[src/design/pcms_pkg.sv]
// Shared types and widths for the pixel channel mean / standard deviation block.
// No dependencies; every other design file refers to this package by scoped names.
`default_nettype none

package pcms_pkg;

    // Pixel counter capacity is 2^PIXEL_COUNT_BITS
    localparam int PIXEL_COUNT_BITS = 24;

    localparam int CHAN_W   = 8;
    localparam int NUM_CH   = 4;
    localparam int CH_IDX_W = 2;
    localparam int FRAC_W   = 16;
    localparam int FIX_W    = 24;
    localparam int PIX_W    = 25;

    localparam int CNT_W   = PIXEL_COUNT_BITS + 1;
    localparam int SUM_W   = PIXEL_COUNT_BITS + CHAN_W;
    localparam int SQS_W   = PIXEL_COUNT_BITS + 2 * CHAN_W;
    localparam int SPLIT_W = SQS_W / 2;
    localparam int SQHI_W  = SQS_W - SPLIT_W;
    localparam int LO_W    = CNT_W + SPLIT_W;
    localparam int HI_W    = CNT_W + SQHI_W;
    localparam int PROD_W  = CNT_W + SQS_W;
    localparam int SQR_W   = 2 * SUM_W;
    localparam int ROOT_W  = (PROD_W + 2 * FRAC_W + 1) / 2;
    localparam int RAD_W   = 2 * ROOT_W;
    localparam int MDVD_W  = SUM_W + FRAC_W;
    localparam int DIVD_W  = (MDVD_W > ROOT_W) ? MDVD_W : ROOT_W;

    localparam int DIV_CNT_W  = $clog2(DIVD_W + 1);
    localparam int SQRT_CNT_W = $clog2(ROOT_W + 1);

    localparam logic [CNT_W-1:0] CAPACITY = CNT_W'(1) << PIXEL_COUNT_BITS;

    // Configuration port
    localparam int ADDR_W = 3;
    localparam int DATA_W = 32;
    localparam int CFG_W  = 3;
    localparam logic [CFG_W-1:0] CH_USE_RESET = 3'd4;
    localparam logic REG_CH_USE = 1'b0;

    typedef struct packed {
        logic [CHAN_W-1:0] red;
        logic [CHAN_W-1:0] green;
        logic [CHAN_W-1:0] blue;
        logic [CHAN_W-1:0] alpha;
        logic              last_pixel;
    } pixel_t;

    typedef struct packed {
        logic [CH_IDX_W-1:0] channel_index;
        logic [FIX_W-1:0]    mean_fixed;
        logic [FIX_W-1:0]    stddev_fixed;
        logic [PIX_W-1:0]    pixels_counted;
        logic                overflowed;
        logic                last_result;
    } result_t;

    typedef struct packed {
        logic                accum;
        logic                clear;
        logic                mul0;
        logic                mul1;
        logic                add;
        logic                sqrt_start;
        logic                div_start;
        logic                div_sd;
        logic                save_mean;
        logic                load_out;
        logic                last;
        logic [CH_IDX_W-1:0] ch;
    } ctrl_cmd_t;

    typedef struct packed {
        logic div_busy;
        logic sqrt_busy;
        logic out_free;
    } ctrl_status_t;

endpackage

`default_nettype wire

[src/design/pcms_ctrl.sv]
// Sequencer: pixel intake, then per-channel mean / deviation steps at image end.
// Uses pcms_pkg command and status structs.
`default_nettype none

module pcms_ctrl (
    input  wire logic                        clk,
    input  wire logic                        rst_n,
    input  wire logic                        pixel_valid,
    input  wire logic                        last_pixel,
    input  wire logic [pcms_pkg::CFG_W-1:0]  ch_use,
    input  wire pcms_pkg::ctrl_status_t      status,
    output pcms_pkg::ctrl_cmd_t              cmd,
    output logic                             pixel_stall
);

    localparam logic [2:0] S_IDLE = 3'd0;
    localparam logic [2:0] S_MUL0 = 3'd1;
    localparam logic [2:0] S_MUL1 = 3'd2;
    localparam logic [2:0] S_ADD  = 3'd3;
    localparam logic [2:0] S_SUB  = 3'd4;
    localparam logic [2:0] S_SQRT = 3'd5;
    localparam logic [2:0] S_DIVS = 3'd6;
    localparam logic [2:0] S_OUT  = 3'd7;

    logic [2:0]                       state_reg;
    logic [2:0]                       state_next;
    logic [pcms_pkg::CH_IDX_W-1:0]    ch_reg;
    logic [pcms_pkg::CH_IDX_W-1:0]    ch_next;
    logic [pcms_pkg::CH_IDX_W-1:0]    last_ch;

    // zero counts as one channel, anything above four as four
    always_comb
    begin
        if (ch_use == '0)
        begin
            last_ch = '0;
        end
        else if (ch_use > pcms_pkg::CFG_W'(pcms_pkg::NUM_CH))
        begin
            last_ch = pcms_pkg::CH_IDX_W'(pcms_pkg::NUM_CH - 1);
        end
        else
        begin
            last_ch = pcms_pkg::CH_IDX_W'(ch_use - 1'b1);
        end
    end

    always_comb
    begin
        state_next = state_reg;
        ch_next    = ch_reg;
        cmd        = '0;
        cmd.ch     = ch_reg;
        cmd.last   = (ch_reg == last_ch);
        case (state_reg)
            S_IDLE:
            begin
                cmd.accum = pixel_valid;
                if (pixel_valid && last_pixel)
                begin
                    ch_next    = '0;
                    state_next = S_MUL0;
                end
            end
            S_MUL0:
            begin
                cmd.mul0      = 1'b1;
                cmd.div_start = 1'b1;
                state_next    = S_MUL1;
            end
            S_MUL1:
            begin
                cmd.mul1   = 1'b1;
                state_next = S_ADD;
            end
            S_ADD:
            begin
                cmd.add    = 1'b1;
                state_next = S_SUB;
            end
            S_SUB:
            begin
                cmd.sqrt_start = 1'b1;
                state_next     = S_SQRT;
            end
            S_SQRT:
            begin
                // mean quotient is saved as the divider is restarted on the root
                if (!status.sqrt_busy && !status.div_busy)
                begin
                    cmd.save_mean = 1'b1;
                    cmd.div_start = 1'b1;
                    cmd.div_sd    = 1'b1;
                    state_next    = S_DIVS;
                end
            end
            S_DIVS:
            begin
                if (!status.div_busy)
                begin
                    state_next = S_OUT;
                end
            end
            S_OUT:
            begin
                if (status.out_free)
                begin
                    cmd.load_out = 1'b1;
                    if (ch_reg == last_ch)
                    begin
                        cmd.clear  = 1'b1;
                        state_next = S_IDLE;
                    end
                    else
                    begin
                        ch_next    = ch_reg + 1'b1;
                        state_next = S_MUL0;
                    end
                end
            end
            default:
            begin
                state_next = S_IDLE;
            end
        endcase
    end

    always_ff @(posedge clk or negedge rst_n)
    begin
        if (!rst_n)
        begin
            state_reg <= S_IDLE;
            ch_reg    <= '0;
        end
        else
        begin
            state_reg <= state_next;
            ch_reg    <= ch_next;
        end
    end

    assign pixel_stall = (state_reg != S_IDLE);

endmodule

`default_nettype wire

[config.mk]
export PLATFORM = sky130hd
export DESIGN_NAME = pcms_ctrl
export DESIGN_NICKNAME = d
export VERILOG_FILES = /design/src/design/pcms_pkg.sv /design/src/design/pcms_ctrl.sv
export SDC_FILE = /design/constraint.sdc
export NUM_CORES = 1
export LEC_CHECK = 0
export BUFFER_PORTS_ARGS = -buffer_cell sky130_fd_sc_hd__buf_2
export CORE_AREA = 2 2 39 41
export DETAILED_ROUTE_END_ITERATION = 16
export DIE_AREA = 0 0 41 43
export GPL_ROUTABILITY_DRIVEN = 0
export GPL_TIMING_DRIVEN = 1
export PLACE_DENSITY = 0.66
export REMOVE_ABC_BUFFERS = 1
export SLEW_MARGIN = 20
export SYNTH_ARGS = -nofsm -noshare
export SYNTH_HDL_FRONTEND = slang
export SYNTH_SLANG_ARGS = --single-unit
[constraint.sdc]
create_clock -name clk -period 1.99 [get_ports clk]
set_clock_uncertainty 0.05 [all_clocks]
set_input_delay 0.0995 -clock clk [delete_from_list [all_inputs] [get_ports clk]]
set_output_delay 0.0995 -clock clk [all_outputs]
set_load 0.005 [all_outputs]
==> impl_metrics.tcl <==
set metrics [dict create \
    setup_ws_ps 193 \
    cp.arrival_ps 1650 \
    layout-drive-gt1-share_pct 36.0 \
    drv_cap 0 \
    grt_setup_unrepaired "false" \
    io_buffers 23 \
    hold_class "input pin to async pin" \
    worst_slew_pin_slew_ps 357 \
    clkSinkCount 5 \
    endpoint_kind "output pin" \
    cellLeakagePower_uw 0.000322 \
    power-per-cell-area_mw_per_mm2 1240 \
    largest_reg_flops 3 \
    combinationalPowerShare_pct 52.2 \
    rows 14 \
    mostFrequentLayoutCell "buf_2" \
    clkLatencyLatePin_ps 240 \
    p_seq_share_pct 32.6 \
    fmax_mhz 556 \
    vias 543 \
    ys_ff_latch 5 \
    grt_pass1_wl_um 1710 \
    cts_buffers 3 \
    cts-root-buf "clkbuf_4" \
    swShare_pct 45.5 \
    worstPathMaxFanout 7 \
    crit_chain "nor2b_1 > o21ai_0 > a21oi_2 > a21oi_1 > nor2b_1 > buf_2" \
    first_pass_iters 4 \
    wl_per_cell_um 11.6 \
    dp_hpwl_um 898 \
    tns_ps 0 \
    worstSetupPathType "register to output pin" \
    start_util_pct 35.1 \
    wl_um 1180 \
    synth_warnings 0 \
    slew_headroom_pct 76.0 \
    intPower_uw 425 \
    crit_path_frequent_cell "nor2b_1" \
    clockPowerShare_pct 15.2 \
    clock_tree.buffer_depth 2 \
    rr_startpoint "ch_reg[1]" \
    yosysSeqAreaShare_pct 25.8 \
    die_h_um 43 \
    syn_area_sq_um 485 \
    synth_cell_type_count 30 \
    fin_crit_ps 1800 \
    status "complete, no violations" \
    worstPathRequired_ps 1840 \
    drcViolationCount 0 \
    overflow 0 \
    final_nets 98 \
    n_antenna_cell 0 \
    fillers 149 \
    drt_iter0_markers 8 \
    die_w_um 41 \
    die_area_sq_mm 0.00176 \
    cts_tree "yes" \
    grt_pass1_vias 418 \
    final_cell_mix "buf_2 (23), inv_1 (7), o21ai_0 (6)" \
    critical_path.max_stage_delay_ps 440 \
    finalSetupViolations 0 \
    antenna_found_initial 0 \
    final_antenna_net_count 0 \
    ir_worst_vdd_mv 0.717 \
    grt_max_degree 13 \
    final_hold_viol_count 0 \
    cts.clk_slew.worst_paths_ps 50 \
    track_usage_pct 14.3 \
    drv_slew 0 \
    areaGrowthSynthToFinish_pct 29.4 \
    startpoint "ch_reg[1]" \
    io_pins 24 \
    coreArea_sq_mm 0.00138 \
    syn_inst 62 \
    htreeDepth 1 \
    pre_cts_ws_ps 228 \
    switching_power_uw 355 \
    cp_slowest_cell "dfrtp_1" \
    start_kind "register" \
    fin_crit_sh_pct 90.3 \
    avgSynthCellArea_sq_um 7.83 \
    via_per_inst 5.32 \
]
[path summary, 6_finish.rpt]
check                                to  slack, ps  cells after the start
setup / recovery                cmd[11]        190                      6
hold / removal                ch_reg[0]        150                      2
setup reg to reg              ch_reg[1]        400                      5
hold reg to reg               ch_reg[1]        540                      1
max in group asynchronous  state_reg[1]       1610                      2
min in group clk           state_reg[1]        190                      3
[routing by layer]
| layer | global-route usage, % | part of all wire (%) |
|---|---|---|
| met5 | 0 | 0 |
| met4 | 4.00 | 0 |
| met3 | 6.28 | 8.5 |
| met2 | 21.9 | 48 |
| met1 | 17.4 | 44 |
[synth_stat cells]
library cell,n,area (sq um)
buf_2,2,10.0
o31ai_1,1,7.51
nor4_1,1,6.26
and3_1,1,6.26
dfrtp_1,5,125
buf_4,1,7.51
a21oi_2,1,8.76
a211oi_1,1,7.51
mux2i_1,1,10.0
nand2_1,5,18.8
a22o_1,1,8.76
nor3b_1,2,15.0
buf_6,1,11.3
and2_1,1,6.26
a21o_1,2,15.0
a21boi_0,1,7.51
a21oi_1,2,10.0
o21ba_2,1,10.0
nor3_1,5,25.0
ha_1,1,12.5
and3_4,1,11.3
o211ai_1,1,7.51
nor4_4,1,21.3
a31oi_1,2,12.5
inv_1,7,26.3
nand3_1,1,5.00
nor2_1,3,11.3
a22oi_2,1,12.5
o21ai_0,6,30.0
nor2b_1,3,18.8
[layout make-up]
cell class | instances | area [sq um] | share of cell area (%)
Multi-Input combinational cell | 46 | 305 | 48.6
Sequential cell | 5 | 125 | 19.9
Timing Repair Buffer | 24 | 125 | 19.9
Clock buffer | 4 | 26.3 | 4.18
Inverter | 7 | 26.3 | 4.18
Tap cell | 16 | 20.0 | 3.19
[kinds of logic (layout without fill, tap and decap cells)]
group                      count (synthesis)  after routing  synth area share [%]
adders and majority gates                  1              1                  2.58
DFF                                        5              5                  25.8
and+or+nand+nor                           24             24                  29.9
buffers and inverters                     11             35                  11.3
muxes                                      1              1                  2.06
AOI/OAI and AO/OA                         20             20                  28.4
[through the flow]
stage	instances	total power [uW]	hold WS, ps	instance area [sq um]	util [%]
after floorplan	58	509	-246	457	-
after global placement	97	659	-135	592	42.8
after detailed placement	97	665	-132	592	42.8
after CTS	102	789	142	628	45.4
after global routing	102	853	162	628	45.4
final	102	780	149	628	45.4
[power by group through the flow]
stage | sequential [uW] | combinational, uW | clock, uW
floorplan | 228 | 281 | 0
global placement | 255 | 404 | 0
detailed placement | 257 | 408 | 0
CTS | 254 | 412 | 123
global route | 267 | 457 | 129
finish | 254 | 407 | 119
[critical path, delay by kind of cell, from the launching register on]
family	cells	cell delay, ps
AOI/OAI and AO/OA	3	500
buffers and inverters	1	120
DFF	1	440
and+or+nand+nor	2	340
[timing repair]
item / in CTS / in global routing
hold endpoints to repair: 5 / 0
gates resized for setup: 0 / 0
buffers inserted: 0 / 0
hold buffers: 1 / 0
Note: power is estimated with default switching activity, not from simulation.
